**src/pce_pkg.sv**
```systemverilog
// shared constants and types for the permutation cycle extractor
`default_nettype none
package pce_pkg;

  localparam int MAX_ENTRIES = 64;
  localparam int IDX_W       = $clog2(MAX_ENTRIES);
  localparam int SIZE_W      = IDX_W + 1;
  localparam int SIZE_RESET  = MAX_ENTRIES;

  localparam logic ACT_LOAD    = 1'b0;
  localparam logic ACT_EXTRACT = 1'b1;

  typedef enum logic [1:0] {
    ST_IDLE,
    ST_SCAN,
    ST_WALK,
    ST_NONE
  } state_t;

endpackage
`default_nettype wire

```
**src/pce_ram.sv**
```systemverilog
// generic single-write, single-read ram with registered read data
`default_nettype none
module pce_ram #(
  parameter int WIDTH = 8,
  parameter int DEPTH = 64
) (
  input  wire logic                     clk,
  input  wire logic                     we,
  input  wire logic [$clog2(DEPTH)-1:0] waddr,
  input  wire logic [WIDTH-1:0]         wdata,
  input  wire logic [$clog2(DEPTH)-1:0] raddr,
  output logic      [WIDTH-1:0]         rdata
);

  logic [WIDTH-1:0] mem [DEPTH];

  always_ff @(posedge clk) begin
    if (we) begin
      mem[waddr] <= wdata;
    end
    rdata <= mem[raddr];
  end

endmodule
`default_nettype wire

```
**src/permutation_cycle_extractor.sv**
```systemverilog
// top level: permutation table, scan and cycle walk sequencer, apb register
// operation: a load is written into the table at the accepting edge; an extract scans 1 entry per
// cycle from position 0, then walks 1 element per cycle; each beat is registered onto valid
// busy: held through an extract until its last beat, so no new start is taken before then; an
// extract gives at most size beats with size = min(perm_size, 64), one no-cycle beat if none is left
// reset: clears the sequencer and strobe, perm_size to 64; table contents stay undefined
`default_nettype none
module permutation_cycle_extractor
  import pce_pkg::*;
(
  input  wire logic              clk,
  input  wire logic              rst,
  input  wire logic              start,
  output logic                   busy,
  input  wire logic              action,
  input  wire logic [IDX_W-1:0]  position,
  input  wire logic [IDX_W-1:0]  target,
  output logic                   valid,
  output logic                   found,
  output logic      [IDX_W-1:0]  cycle_element,
  output logic                   last,
  input  wire logic              psel,
  input  wire logic              penable,
  input  wire logic              pwrite,
  input  wire logic [2:0]        paddr,
  input  wire logic [31:0]       pwdata,
  output logic      [31:0]       prdata,
  output logic                   pready
);

  state_t state, state_next;

  logic [SIZE_W-1:0] perm_size;
  logic [SIZE_W-1:0] size_eff;
  logic [IDX_W-1:0]  cur;
  logic [IDX_W-1:0]  start_pos;
  logic [SIZE_W-1:0] n;

  logic              ram_we;
  logic [IDX_W-1:0]  ram_waddr;
  logic [IDX_W-1:0]  ram_wdata;
  logic [IDX_W-1:0]  ram_raddr;
  logic [IDX_W-1:0]  ram_rdata;

  logic              accept;
  logic              hit;
  logic              stop;
  logic              scan_end;
  logic [IDX_W-1:0]  first_pos;
  logic              emit;
  logic              emit_found;
  logic              emit_last;
  logic [IDX_W-1:0]  emit_elem;

  // apb register
  assign pready = 1'b1;

  always_ff @(posedge clk) begin
    if (rst) begin
      perm_size <= SIZE_W'(SIZE_RESET);
    end else if (psel && penable && pwrite && pready && !paddr[2]) begin
      perm_size <= pwdata[SIZE_W-1:0];
    end
  end

  always_comb begin
    prdata = '0;
    if (!paddr[2]) begin
      prdata = {{(32-SIZE_W){1'b0}}, perm_size};
    end
  end

  assign size_eff = (perm_size > SIZE_W'(MAX_ENTRIES)) ? SIZE_W'(MAX_ENTRIES) : perm_size;

  // table
  pce_ram #(
    .WIDTH (IDX_W),
    .DEPTH (MAX_ENTRIES)
  ) u_table (
    .clk   (clk),
    .we    (ram_we),
    .waddr (ram_waddr),
    .wdata (ram_wdata),
    .raddr (ram_raddr),
    .rdata (ram_rdata)
  );

  assign busy      = (state != ST_IDLE);
  assign accept    = start && !busy;
  assign hit       = (ram_rdata != cur);
  assign first_pos = (state == ST_SCAN) ? cur : start_pos;
  assign stop      = (ram_rdata == first_pos)
                  || ({1'b0, ram_rdata} >= size_eff)
                  || ((n + SIZE_W'(1)) >= size_eff);
  assign scan_end  = (({1'b0, cur} + SIZE_W'(1)) >= size_eff);

  // next state
  always_comb begin
    state_next = state;
    case (state)
      ST_IDLE: begin
        if (accept && action == ACT_EXTRACT) begin
          state_next = (size_eff == '0) ? ST_NONE : ST_SCAN;
        end
      end
      ST_SCAN: begin
        if (hit) begin
          state_next = stop ? ST_IDLE : ST_WALK;
        end else if (scan_end) begin
          state_next = ST_NONE;
        end
      end
      ST_WALK: begin
        if (stop) begin
          state_next = ST_IDLE;
        end
      end
      ST_NONE: begin
        state_next = ST_IDLE;
      end
      default: begin
        state_next = ST_IDLE;
      end
    endcase
  end

  // outputs of the sequencer
  always_comb begin
    ram_we     = 1'b0;
    ram_waddr  = cur;
    ram_wdata  = cur;
    ram_raddr  = '0;
    emit       = 1'b0;
    emit_found = 1'b1;
    emit_last  = 1'b0;
    emit_elem  = cur;
    case (state)
      ST_IDLE: begin
        ram_waddr = position;
        ram_wdata = target;
        ram_we    = accept && (action == ACT_LOAD);
      end
      ST_SCAN: begin
        ram_raddr = hit ? ram_rdata : cur + IDX_W'(1);
        ram_we    = hit;
        emit      = hit;
        emit_last = stop;
      end
      ST_WALK: begin
        ram_raddr = ram_rdata;
        ram_we    = 1'b1;
        emit      = 1'b1;
        emit_last = stop;
      end
      ST_NONE: begin
        emit       = 1'b1;
        emit_found = 1'b0;
        emit_last  = 1'b1;
        emit_elem  = '0;
      end
      default: begin
        emit = 1'b0;
      end
    endcase
  end

  always_ff @(posedge clk) begin
    if (rst) begin
      state <= ST_IDLE;
      valid <= 1'b0;
    end else begin
      state <= state_next;
      valid <= emit;
    end
  end

  always_ff @(posedge clk) begin
    cur           <= ram_raddr;
    found         <= emit_found;
    last          <= emit_last;
    cycle_element <= emit_elem;
    if (state == ST_IDLE) begin
      n <= '0;
    end else if (emit) begin
      n <= n + SIZE_W'(1);
    end
    if (state == ST_SCAN && hit) begin
      start_pos <= cur;
    end
  end

  a_none_is_last: assert property (@(posedge clk) disable iff (rst)
    (valid && !found) |-> last)
    else $error("no-cycle beat not marked last");

  a_walk_continues: assert property (@(posedge clk) disable iff (rst)
    (valid && !last) |=> valid)
    else $error("gap inside an extracted cycle");

  a_last_ends: assert property (@(posedge clk) disable iff (rst)
    (valid && last) |=> !valid)
    else $error("beat after the last one of an extract");

  a_load_silent: assert property (@(posedge clk) disable iff (rst)
    (accept && action == ACT_LOAD) |=> !valid)
    else $error("load produced a result beat");

endmodule
`default_nettype wire
```
**config.mk**
```make
export PLATFORM = sky130hd
export DESIGN_NAME = permutation_cycle_extractor
export DESIGN_NICKNAME = d
export VERILOG_FILES = /design/src/pce_pkg.sv /design/src/pce_ram.sv /design/src/permutation_cycle_extractor.sv
export SDC_FILE = /design/constraint.sdc
export NUM_CORES = 1
export LEC_CHECK = 0
export ABC_AREA = 1
export BUFFER_PORTS_ARGS = -buffer_cell sky130_fd_sc_hd__buf_4
export CAP_MARGIN = 20
export CORE_MARGIN = 1.5
export CORE_UTILIZATION = 25
export CTS_CLUSTER_SIZE = 25
export DETAILED_ROUTE_END_ITERATION = 12
export SLEW_MARGIN = 10
export SYNTH_ARGS = -nofsm -noshare
export SYNTH_HDL_FRONTEND = slang
export SYNTH_SLANG_ARGS = --single-unit
```
**constraint.sdc**
```tcl
create_clock -name clk -period 6.4 [get_ports clk]
set_input_delay 1.28 -clock clk [delete_from_list [all_inputs] [get_ports clk]]
set_output_delay 1.28 -clock clk [all_outputs]
set_load 0.005 [all_outputs]
```
# Yosys cells after proc, flatten, opt, wreduce, memory -nomap -nowiden
# Memories as Yosys holds them, arrays and structs flattened. A register that Yosys moved wholly into a read port is not among the register bits.
# Index checks and enable logic that the tools add are counted.
[word_totals]
regBits = 37
mem_bits_rw = 384
input_bits = 54
output_inout_bits = 43
elab_cells = 63
mem_count = 1
[memory_table]
columns = ["memory", "depth", "width", "read_ports", "rd_ports_with_merged_regs", "wr", "line", "rtl"]
rows = [
  ["u_table.mem", 64, 6, 1, 1, 1, "pce_ram.sv:15", "logic [WIDTH-1:0] mem [DEPTH];"],
]
[classes]
n_addsub = 3
order_cmp = 4
n_eq_ne = 8
muxes = 20
bitwise_logic = 1
reduce_logical = 17
[ops]
columns = ["operator", "n"]
rows = [
  ["two-way mux 6 bit", 4],
  [">= comparator 7 bit", 2],
  ["two-way mux 7 bit", 2],
  ["two-way mux 2 bit", 6],
  ["case mux 6 bit (2 select lines)", 1],
  ["case mux 2 bit (4 select lines)", 1],
  ["adder 6 x 1 -> 7 bit, second input constant", 1],
  ["adder 7 x 1 -> 7 bit, second input constant", 1],
  [">= comparator 6 x 7 -> 1 bit", 1],
  ["> comparator 7 bit, second input constant", 1],
  ["logical AND 1 bit", 7],
  ["logical NOT 7 bit", 1],
  ["adder 6 x 1 -> 6 bit, second input constant", 1],
  ["== test 6 bit", 1],
  ["inequality test 6 bit", 1],
  ["== test 2 bit, second input constant", 2],
  ["inequality test 2 bit, second input constant", 2],
  ["case mux 1 bit (2 select lines)", 2],
  ["OR reduction 2 bit", 2],
  ["two-way mux 1 bit", 3],
  ["inequality test 3 bit, second input constant", 1],
  ["case mux 1 bit (3 select lines)", 1],
  ["AND reduction 3 bit", 1],
  ["== test 2 x 1 -> 1 bit, second input constant", 1],
  ["other kinds (5)", 7],
]

# Longest topological paths before layout
# Gate-level depths: netlist (run 1).
[depth]
depth_word = 8
mapped_depth = 18
depth_no_buf = 17

# Hierarchy
# From an unflattened synthesis (run 1), not the netlist that was laid out.
[hier_totals]
cells_unflattened = 1766
area_unflattened_um2 = 18690.4
[modules_own_cells]
columns = ["module", "n_inst", "cells_per_inst", "area_each_um2", "seq_area_each_um2"]
rows = [
  ["pce_ram", 1, 1376, 15930.3, 11651.2],
  ["permutation_cycle_extractor", 1, 390, 2760.1, 800.8],
]

# Least setup slack after synthesis (run 1)
# Ideal clock, no wire load.
[synth_timing]
kind = "register to register"
start = "register state[0]"
end = "memory u_table.mem[0][3] (netlist name) (data pin)"
setup_time_ns = 0.702
arrival_ns = 3.757
required_ns = 5.698
slack_ns = 1.941
stages_incl_launch_ff = 7
path_buffers = 3
period_less_slack_ns = 4.459
path_cell_list = "dfxtp_1 inv_1 ha_1 clkbuf_1 clkbuf_1 buf_1 o21ai_0"
[synth_via]
elab_chain_len = 2
[synth_lines]
columns = ["item", "line", "rtl"]
rows = [
  ["start, declared", "permutation_cycle_extractor.sv:31", "state_t state, state_next;"],
  ["start signal, assigned", "permutation_cycle_extractor.sv:172", "state <= state_next;"],
  ["logical NOT 2 bit", "permutation_cycle_extractor.sv:137", "case (state)"],
  ["two-way mux 6 bit", "permutation_cycle_extractor.sv:137", ""],
  ["net ram_wdata[3]", "permutation_cycle_extractor.sv:41", "logic [IDX_W-1:0] ram_wdata;"],
  ["end, declared", "pce_ram.sv:15", ""],
]
# The timed path passes the listed nets, and every way through them passes these cells.

# Worst setup path in the final report (run 1)
[layout_timing]
start = "register cur[0]"
end = "register u_table.rdata[2] (read register of u_table.mem)"
[layout_via]
elab_chain_len = 3
word_cells_on_any_way = 4
classes_between = "add/sub (1); eq/ne (1); mux (2)"
[layout_lines]
columns = ["item", "line", "rtl"]
rows = [
  ["start, declared", "permutation_cycle_extractor.sv:35", "logic [IDX_W-1:0] cur;"],
  ["start signal, assigned", "permutation_cycle_extractor.sv:178", "cur <= ram_raddr;"],
  ["adder 6 x 1 -> 6 bit or inequality test 6 bit (tied branches)", "permutation_cycle_extractor.sv:144, permutation_cycle_extractor.sv:90", ""],
  ["two-way mux 6 bit (*)", "permutation_cycle_extractor.sv:144", "ram_raddr = hit ? ram_rdata : cur + IDX_W'(1);"],
  ["case mux 6 bit (2 select lines) (*)", "permutation_cycle_extractor.sv:137", ""],
  ["end, declared", "pce_ram.sv:12", "output logic [WIDTH-1:0] rdata"],
]
# Every way passes the cells marked *; elsewhere a longest branch is shown, timed or not.
# A chain may end at the register's enable or synchronous reset.

==> results of run 1 <==
## routing by layer
layer	global-route usage, %	wire length, um	vias up
met5	0	0	-
met4	3.23	880	0
met3	1.98	3330	59
met2	19.5	23100	431
met1	16.0	21600	6370
li1	-	-	6550
## final cells by class
| cell class | count | area (um^2) | share of cell area (%) |
|---|---|---|---|
| multi-input cells | 1141 | 5950 | 26.4 |
| flip-flops and latches | 427 | 12500 | 55.1 |
| clock inverters | 25 | 140 | 0.620 |
| inverters | 262 | 983 | 4.35 |
| clock buffers | 60 | 1270 | 5.61 |
| well taps | 1050 | 1310 | 5.82 |
| repair buffers | 62 | 478 | 2.12 |
## kinds of logic (layout without fill, tap and decap cells)
group / after synthesis / after routing / synth area share [%]
flops: 427 / 427 / 62.5
compound gates: 73 / 73 / 1.97
simple gates: 1002 / 1002 / 24.6
xor+xnor: 14 / 14 / 0.615
buf+inv: 395 / 409 / 8.64
fa+ha+maj: 26 / 26 / 1.63
other cells: 2 / 26 / 0.0377
## per-stage QoR
step	hold WS [ns]	setup slack, ns	area, um^2	utilization, %	instances
after floorplan	0.457	1.94	20000	-	1963
final	0.497	2.26	22600	28.6	3027
after global routing	0.535	1.76	22600	28.6	3027
after global placement	0.486	2.23	21200	26.9	2942
after detailed placement	0.482	2.22	21200	26.9	2942
after CTS	0.494	2.21	22600	28.6	3027
## flip-flops by register name (all words and copies together) (netlist names)
signal         cells
cycle_element      6
valid              1
state              2
n                  7
u_table.mem      384
cur                6
perm_size          7
start_pos          6
found              1
last               1
u_table.rdata      6
## report_power, final
part	switching (mW)	internal (mW)	leakage, nW
combinational	1.88	0.594	4.07
sequential	0.0939	3.47	3.85
clock	1.07	1.43	0.684
## cell usage in the layout (no fill, tap or decap), types with 3 or more instances in the layout
| master | instances |
|---|---|
| o22ai_1 | 3 |
| conb_1 | 26 |
| nand4_1 | 13 |
| clkbuf_1 | 10 |
| clkbuf_16 | 48 |
| nand2_1 | 233 |
| clkinv_2 | 6 |
| nand3b_1 | 151 |
| clkinv_1 | 17 |
| inv_1 | 256 |
| ha_1 | 25 |
| nor2_1 | 187 |
| o21a_1 | 5 |
| nand3_1 | 408 |
| o21ai_4 | 5 |
| xor2_1 | 13 |
| o21ai_0 | 32 |
| edfxtp_1 | 390 |
| a21oi_1 | 22 |
| inv_2 | 4 |
| dfxtp_1 | 37 |
| buf_4 | 61 |
## final timing paths
path	to	cells after the start	slack, ns
max	u_table.rdata[2]	16	2.26
min	perm_size[5]	2	0.50
max reg2reg	u_table.rdata[2]	16	2.26
min reg2reg	perm_size[5]	2	0.50
## critical path, delay by kind of cell, from the launching register on
kind	cells	cell delay, ns
AO/OA/AOI/OAI	1	0.17
buffers and inverters	2	0.63
flip-flops	1	0.47
AND/OR/NAND/NOR	13	2.71
==> impl_metrics.ini, run 1 <==
[clocking]
postCtsResizedCells = 0
htreeDepth = 2
cts_buffer_depth = 3
numCtsBuffers = 46
clkLatencyLatePin_ns = 0.58
cts_tree = built
root_buffer = clkbuf_16
path_clk_slew_ns = 0.06
post_cts_buffers = 0
cts.sinks = 427
ctsHoldBuffers = 0

[critical_path]
setup.worst_path.class = reg2reg
arrival_ns = 4.60
setup.worst_path.start = cur[0]
crit_path_top_delay_cell = nand2_8
setup.worst_path.start_class = flip-flop
end_kind = flip-flop
r2r-start = cur[0]
worst-path-max-fanout = 89
crit_chain = inv_1, nand2_1, nand2_1, nor2_1, nand3_2, nand2_1, nand3_4, nand2_8, nand2_4, buf_12, o21ai_0, nand3_1, nand3_1, nand3_1, nand3_1, nand2_1
slowest_delay_ns = 0.60
cp.required_ns = 6.86

[timing]
worst_pin_slew_ns = 1.14
setup_viol = 0
fmax_mhz = 241
hold_viol_final = 0
timing.final.crit_share_pct = 64.7
fin_skew_ns = 0.0120
rsz0062_at_grt = false
slew_headroom_pct = 23.6
min_period_ns = 4.14
drv_slew = 0
fin_setup_tns_ns = 0

[yosys]
synth_top_cell_area_share_pct = 58.8
synthArstFlopShare_pct = 0
yosys.area.top_type = edfxtp_1
synth.most_common_cell = nand3_1
synth_cell_type_count = 34
ys_ff_latch = 427
synth_commonest_cells = nand3_1 (408), edfxtp_1 (390), inv_1 (256), nand2_1 (236), nor2_1 (187)
synth_cells = 1939
yosysWarnings = 0
synth_area_leaders = edfxtp_1 (59%), nand3_1 (10%), nand3b_1 (5.7%)
synth_edf_count = 390
synth_seq_area_share_pct = 62.5
syn_area_um2 = 19900
avgSynthCellArea_um2 = 10.3
synth_ff_type = edfxtp_1

[layout]
n_antenna_cell = 0
drive_gt1_share_pct = 7.13
nNetsFinal = 2020
fillers = 8278
syn2layout_area_growth_pct = 13.4

[floorplan]
start_util_pct = 25.3
dieWidth_um = 285
fp.dieArea_um2 = 81400
pin_count = 97
die_h_um = 285
core.rowCount = 103
core_region_area_um2 = 78900

[power_and_ir_drop]
design_power_total_mw = 8.53
ir_drop_v = 0.000260
p_per_area_nw_per_um2 = 378
p_leak_nw = 8.60

[drt]
antenna_left = 0
drc = 0
vias_per_cell = 4.43
num_vias = 13400
drtIter0Drc = 1459
drt_pass1_iterations = 6
drt_wl_total_um = 48900
routedWlPerCell_um = 16.2

[placement]
portBuffers = 43
globalplace.congestion = 0.824
dpl.hpwl_um = 28200

[status]
status = completed

[hold_path]
hold_path.class = reg2reg
hold_start = perm_size[5]

[grt]
grt_pass1_wl_um = 75100
grt_pass1_vias = 12700
antenna_found_initial = 1
grt_max_degree = 90
gr-total-overflow = 0
grt_usage_pct = 11.8

[flow_run]
max-cap-violations = 0
Power figures use the tool's default switching activity.
==> run 2: changes to the inputs <==
ABC_AREA = 0   (was 1)
clock period = 3.6 ns   (was 6.4 ns; I/O delays follow)
==> run 2 against run 1 <==
Non-clock buffer count grew 108. Sequential power grew 82%. Worst hold slack lost 0.12 ns. Synthesized cell count shrank 27%. Via count shrank 6.5%. Critical path depth shrank 4. Flip-flop and latch count is the same. Synthesized area shrank 6.5%. Global-route usage grew 1.6 points. Register-to-register slack lost 2.2 ns. Sequential share of layout area grew 0.66 points. Critical endpoint is now u_table.rdata[3]. Largest cell class unchanged. Highest routed layer unchanged.
==> impl_metrics.ini, run 2 <==
[critical_path]
crit_path_top_delay_cell = or4_4
setup.worst_path.class = reg2reg
timing.critical_path.buf_inv = 5
cp.required_ns = 4.06
end_kind = flip-flop
crit_chain = inv_1, ha_1, inv_1, or4_4, and2_4, inv_6, buf_12, buf_12, mux2i_1, a2111oi_0, nor4_1, a2111oi_1
slowest_delay_ns = 0.57
worst-path-max-fanout = 14
cp_top_family = simple AND/OR/NAND/NOR gates
setup.worst_path.start_class = flip-flop
arrival_ns = 3.96

[drt]
drtIter0Drc = 1194
drt_wl_total_um = 51500
drc = 0
drt_pass1_iterations = 5
routedWlPerCell_um = 20.2
vias_per_cell = 4.92
antenna_left = 0
num_vias = 12500

[clocking]
ctsHoldBuffers = 0
cts_buffer_depth = 3
root_buffer = clkbuf_16
path_clk_slew_ns = 0.06
cts.sinks = 427
htreeDepth = 2
numCtsBuffers = 45
cts_tree = built
clkLatencyLatePin_ns = 0.58

[hold_path]
hold_path.class = in2reg

[yosys]
synth_top_cell_area_share_pct = 62.9
synth_seq_area_share_pct = 66.9
synth.most_common_cell = edfxtp_1
yosysWarnings = 0
synth_cells = 1423
synth_ff_type = edfxtp_1
synth_edf_count = 390
synthArstFlopShare_pct = 0
syn_area_um2 = 18600
synth_cell_type_count = 73
synth_commonest_cells = edfxtp_1 (390), nand2_1 (169), nor2_1 (116), mux2i_1 (71)
ys_ff_latch = 427
synth_area_leaders = edfxtp_1 (63%), dfxtp_1 (4.0%), mux2i_1 (3.8%)
yosys.area.top_type = edfxtp_1
avgSynthCellArea_um2 = 13.1

[timing]
worst_pin_slew_ns = 0.857
fmax_mhz = 285
rsz0062_at_grt = true
setup_slack_ns = 0.0970
drv_slew = 0
min_period_ns = 3.50
slew_headroom_pct = 42.3
setup_viol = 0
fin_setup_tns_ns = 0
hold_viol_final = 0
fin_skew_ns = 0.0173
timing.final.crit_share_pct = 97.3

[grt]
grt_pass1_wl_um = 77500
grt_max_degree = 65
grt_pass1_vias = 12300
gr-total-overflow = 0
antenna_found_initial = 0
grt_usage_pct = 13.4

[power_and_ir_drop]
p_per_area_nw_per_um2 = 808
design_power_total_mw = 18.0
p_switching_mw = 6.68
switching_share_pct = 37.1
clkPwrFrac_pct = 25.6
p_leak_nw = 7.62
combinationalPowerShare_pct = 38.5
p_seq_share_pct = 35.9
internal_power_mw = 11.3
ir_drop_v = 0.000552

[layout]
top_regs = u_table.mem: 384 flops, n: 7 flops, perm_size: 7 flops
seq_area_um2 = 12500
drive_gt1_share_pct = 17.3
most-common-layout-cells = edfxtp_1 (390), nand2_1 (167), buf_4 (158)
syn2layout_area_growth_pct = 19.8
fillers = 7334
final_common_cell = edfxtp_1
nNetsFinal = 1632
multi_input_area_um2 = 5720
largest_reg_flops = 384
n_antenna_cell = 0
regMostFlops = u_table.mem

[floorplan]
dieWidth_um = 276
start_util_pct = 25.4
core.rowCount = 99
fp.dieArea_um2 = 76100
pin_count = 97
core_region_area_um2 = 73300
die_h_um = 276

[flow_run]
max-cap-violations = 0

[status]
status = completed

[placement]
portBuffers = 43
dpl.hpwl_um = 33900
pre_cts_ws_ns = -0.176
globalplace.congestion = 0.873
## run 2: changes by cell type after synthesis, sizes merged, moves of 69 or more
cell,previous run,this run
inv,260,19
mux2i,0,71
nand2,238,169
nand3,410,26
nand3b,151,1
nor2,188,116
## run 2: power groups by stage
stage / Combinational, mW / Clock [mW] / Sequential, mW
after global routing: 7.41 / 4.88 / 6.49
final: 6.95 / 4.62 / 6.47
after global placement: 6.65 / 0 / 6.56
after detailed placement: 6.76 / 0 / 6.57
after floorplan: 3.68 / 0 / 6.61
after CTS: 6.80 / 4.68 / 6.47
## run 2: kinds of logic (layout without fill, tap and decap cells)
| family | Yosys count | in the layout | share of synthesized area (%) |
|---|---|---|---|
| flops | 427 | 427 | 66.9 |
| compound gates | 285 | 285 | 11.0 |
| simple gates | 446 | 446 | 10.9 |
| fa+ha+maj | 26 | 26 | 1.75 |
| xor+xnor | 25 | 25 | 1.18 |
| other cells | 2 | 26 | 0.0403 |
| mux | 78 | 78 | 4.48 |
| buf+inv | 134 | 273 | 3.81 |
## run 2: through the flow
step           area, um^2  hold slack (ns)  cells  util, %
2_1_floorplan       18700            0.403   1447        -
3_3_place_gp        20800            0.464   2462     28.3
3_5_place_dp        20800            0.490   2462     28.3
4_1_cts             22200            0.353   2543     30.3
5_1_grt             22300            0.369   2545     30.4
6_report            22300            0.375   2545     30.4
## run 2: timing repair
action / CTS / global route
setup endpoints to repair: 6 / 36
resized for setup: 6 / 22
buffers inserted: 0 / 2
pin swaps: 0 / 2
## run 2: metal layers
layer	GRT usage [%]	wire length (um)
met1	18.0	22000
met2	21.5	23800
met3	2.97	4250
met4	4.19	1460
met5	0	0
## run 2: layout make-up
type	instances	area share, %
well taps	959	5.38
clock buffers	58	5.36
clock inverters	23	1.12
flip-flops and latches	427	55.8
multi-input cells	886	25.6
repair buffers	170	6.35
inverters	22	0.392
## run 2: path summary, 6_finish.rpt
check | from | endpoint | slack, ns | cells after the start
setup / recovery | state[1] | u_table.rdata[3] | 0.1 | 12
hold / removal | pwdata[3] | perm_size[3] | 0.38 | 3
setup reg to reg | state[1] | u_table.rdata[3] | 0.1 | 12
hold reg to reg | n[1] | n[1] | 0.49 | 2
## run 2: worst min-delay path, cell delays in order
cell	delay, ns
buf_4	0.07
mux2i_1	0.05
nor2_1	0.07
==> run 3: changes to the inputs <==
--- a/config.mk
+++ b/config.mk
@@ -14,2 +14,3 @@
 export DETAILED_ROUTE_END_ITERATION = 12
+export PLACE_DENSITY = 0.5
 export SLEW_MARGIN = 10
==> constraint.sdc (replaced) <==
create_clock -name clk -period 3.6 [get_ports clk]
set_input_delay 0.54 -clock clk [delete_from_list [all_inputs] [get_ports clk]]
set_output_delay 0.54 -clock clk [all_outputs]
set_load 0.005 [all_outputs]
==> run 3 against run 2 <==
The run now ends with DRC left. Sequential share of layout area is 0.19 points lower. Final cell count increased by 0.28%. Global-route usage rose by 0.93 points. First-iteration DRC count fell by 10%. Flip-flop and latch count unchanged. Sequential power is essentially flat. Largest power group unchanged.
==> impl_metrics.ini, run 3 (synthesized netlist as in run 2, its figures left out) <==
[critical_path]
rr_endpoint = u_table.rdata[3]
r2r-start = cur[1]
reg2reg_slack_ns = 0.1
worst-path-max-fanout = 53
r2r_cells = 10
cp_top_family = compound AO/OA/AOI/OAI gates
crit_path_top_delay_cell = a211oi_1
timing.critical_path.buf_inv = 2
end_kind = flip-flop
slowest_delay_ns = 0.47
arrival_ns = 3.95
cp.required_ns = 4.05
setup.worst_path.start_class = flip-flop
setup.worst_path.class = reg2reg
crit_chain = xor2_1, or2_1, o211ai_4, and2_4, buf_12, nand2_1, a211oi_1, a2111oi_1, buf_4, a2111oi_1
crit_top_cell = a2111oi_1

[grt]
grt_pass1_vias = 12200
gr-total-overflow = 0
met1_usage_pct = 20.2
grt_use_met3_pct = 2.11
antenna_found_initial = 0
grt_pass1_wl_um = 81300
grt_max_degree = 65
grt_usage_pct = 14.3
met2_usage_pct = 22.6
busiest_layer = met2

[hold_path]
worstHoldEndpoint = perm_size[4]
hold_path.class = in2reg
min_path_cells = 3
hold_start = pwdata[4]

[clocking]
clkLatencyLatePin_ns = 0.60
cts_tree = built
ctsHoldBuffers = 0
root_buffer = clkbuf_16
cts_buffer_depth = 3
cts.sinks = 427
htreeDepth = 2
numCtsBuffers = 48
path_clk_slew_ns = 0.06

[placement]
dpl.hpwl_um = 35600
globalplace.congestion = 0.869
placed_area_um2 = 20800
portBuffers = 43

[layout]
top_regs = u_table.mem: 384 flops, n: 7 flops, perm_size: 7 flops
n_antenna_cell = 0
final_common_cell = edfxtp_1
final_util_pct = 30.5
final_cell_area_um2 = 22400
fillers = 7357
drive_gt1_share_pct = 17.5
most-common-layout-cells = edfxtp_1 (390), nand2_1 (167), buf_4 (155)
largest_reg_flops = 384
syn2layout_area_growth_pct = 20.3
nNetsFinal = 1634
regMostFlops = u_table.mem

[drt]
routedWlPerCell_um = 21.4
drc = 1
drt_wl_total_um = 54700
vias_per_cell = 4.85
drtIter0Drc = 1075
num_vias = 12400
antenna_left = 0
drt_pass1_iterations = 9

[power_and_ir_drop]
p_per_area_nw_per_um2 = 812
ir_drop_v = 0.000497
p_leak_nw = 7.63

[floorplan]
core_region_area_um2 = 73300
core.rowCount = 99
die_h_um = 276
dieWidth_um = 276
pin_count = 97
fp.dieArea_um2 = 76100
start_util_pct = 25.4

[timing]
rsz0062_at_grt = false
fmax_mhz = 286
hold_viol_final = 0
slew_headroom_pct = 42.8
timing.final.crit_share_pct = 97.3
fin_skew_ns = 0.0222
setup_viol = 0
drv_slew = 0
worst_pin_slew_ns = 0.858
fin_setup_tns_ns = 0
min_period_ns = 3.50

[status]
status = finished, violations left
violations = DRC

[flow_run]
max-cap-violations = 0
-- run 3: cell type report --
| cell class | count | area (um^2) | area share [%] |
|---|---|---|---|
| Inverter | 22 | 87.6 | 0.391 |
| Clock buffer | 59 | 1270 | 5.69 |
| Tap cell | 959 | 1200 | 5.36 |
| Clock inverter | 30 | 204 | 0.911 |
| Multi-Input combinational cell | 886 | 5720 | 25.5 |
| Sequential cell | 427 | 12500 | 55.6 |
| Timing Repair Buffer | 169 | 1460 | 6.50 |
-- run 3: per-layer routing --
layer / share of wire [%] / vias to the layer above
met4: 2.5 / 0
met5: 0 / -
li1: - / 5646
met3: 6.1 / 78
met1: 46 / 6195
met2: 46 / 449
-- run 3: worst max-delay path by stage --
stage               startpoint                end  slack [ns]  cells after the start
floorplan             state[0]  u_table.mem[0][1]       -0.62                      5
detailed placement    state[1]   u_table.rdata[0]       -0.18                     13
finish                  cur[1]   u_table.rdata[3]         0.1                     10
global route            cur[2]   u_table.rdata[4]      0.0008                     11
global placement      state[0]   u_table.rdata[0]       -0.22                     12
CTS                     cur[2]   u_table.rdata[0]       -0.01                     11
-- run 3: where the power goes --
| group | switching (mW) | leakage (nW) | internal (mW) |
|---|---|---|---|
| Clock | 2.02 | 0.724 | 2.59 |
| Combinational | 4.79 | 3.06 | 2.30 |
| Sequential | 0.130 | 3.85 | 6.35 |
-- run 3: what timing repair did --
| action | in CTS | in global routing |
|---|---|---|
| buffers inserted | 0 | 0 |
| pin swaps | 0 | 2 |
| gates cloned | 1 | 0 |
| endpoints found under the setup margin | 2 | 25 |
| gates resized for setup | 5 | 22 |
-- run 3: metrics by stage --
stage,total power [mW],worst slack (ns),std cells,hold WS [ns]
2_1_floorplan,10.3,-0.618,1447,0.403
3_3_place_gp,13.4,-0.223,2462,0.465
3_5_place_dp,13.4,-0.177,2462,0.497
4_1_cts,18.1,-0.0125,2552,0.168
5_1_grt,19.0,0.000815,2552,0.198
6_report,18.2,0.0974,2552,0.182
-- run 3: worst min-delay path: stages --
cell and delay, ns:
buf_4 0.08, mux2i_1 0.05, nor2_1 0.07
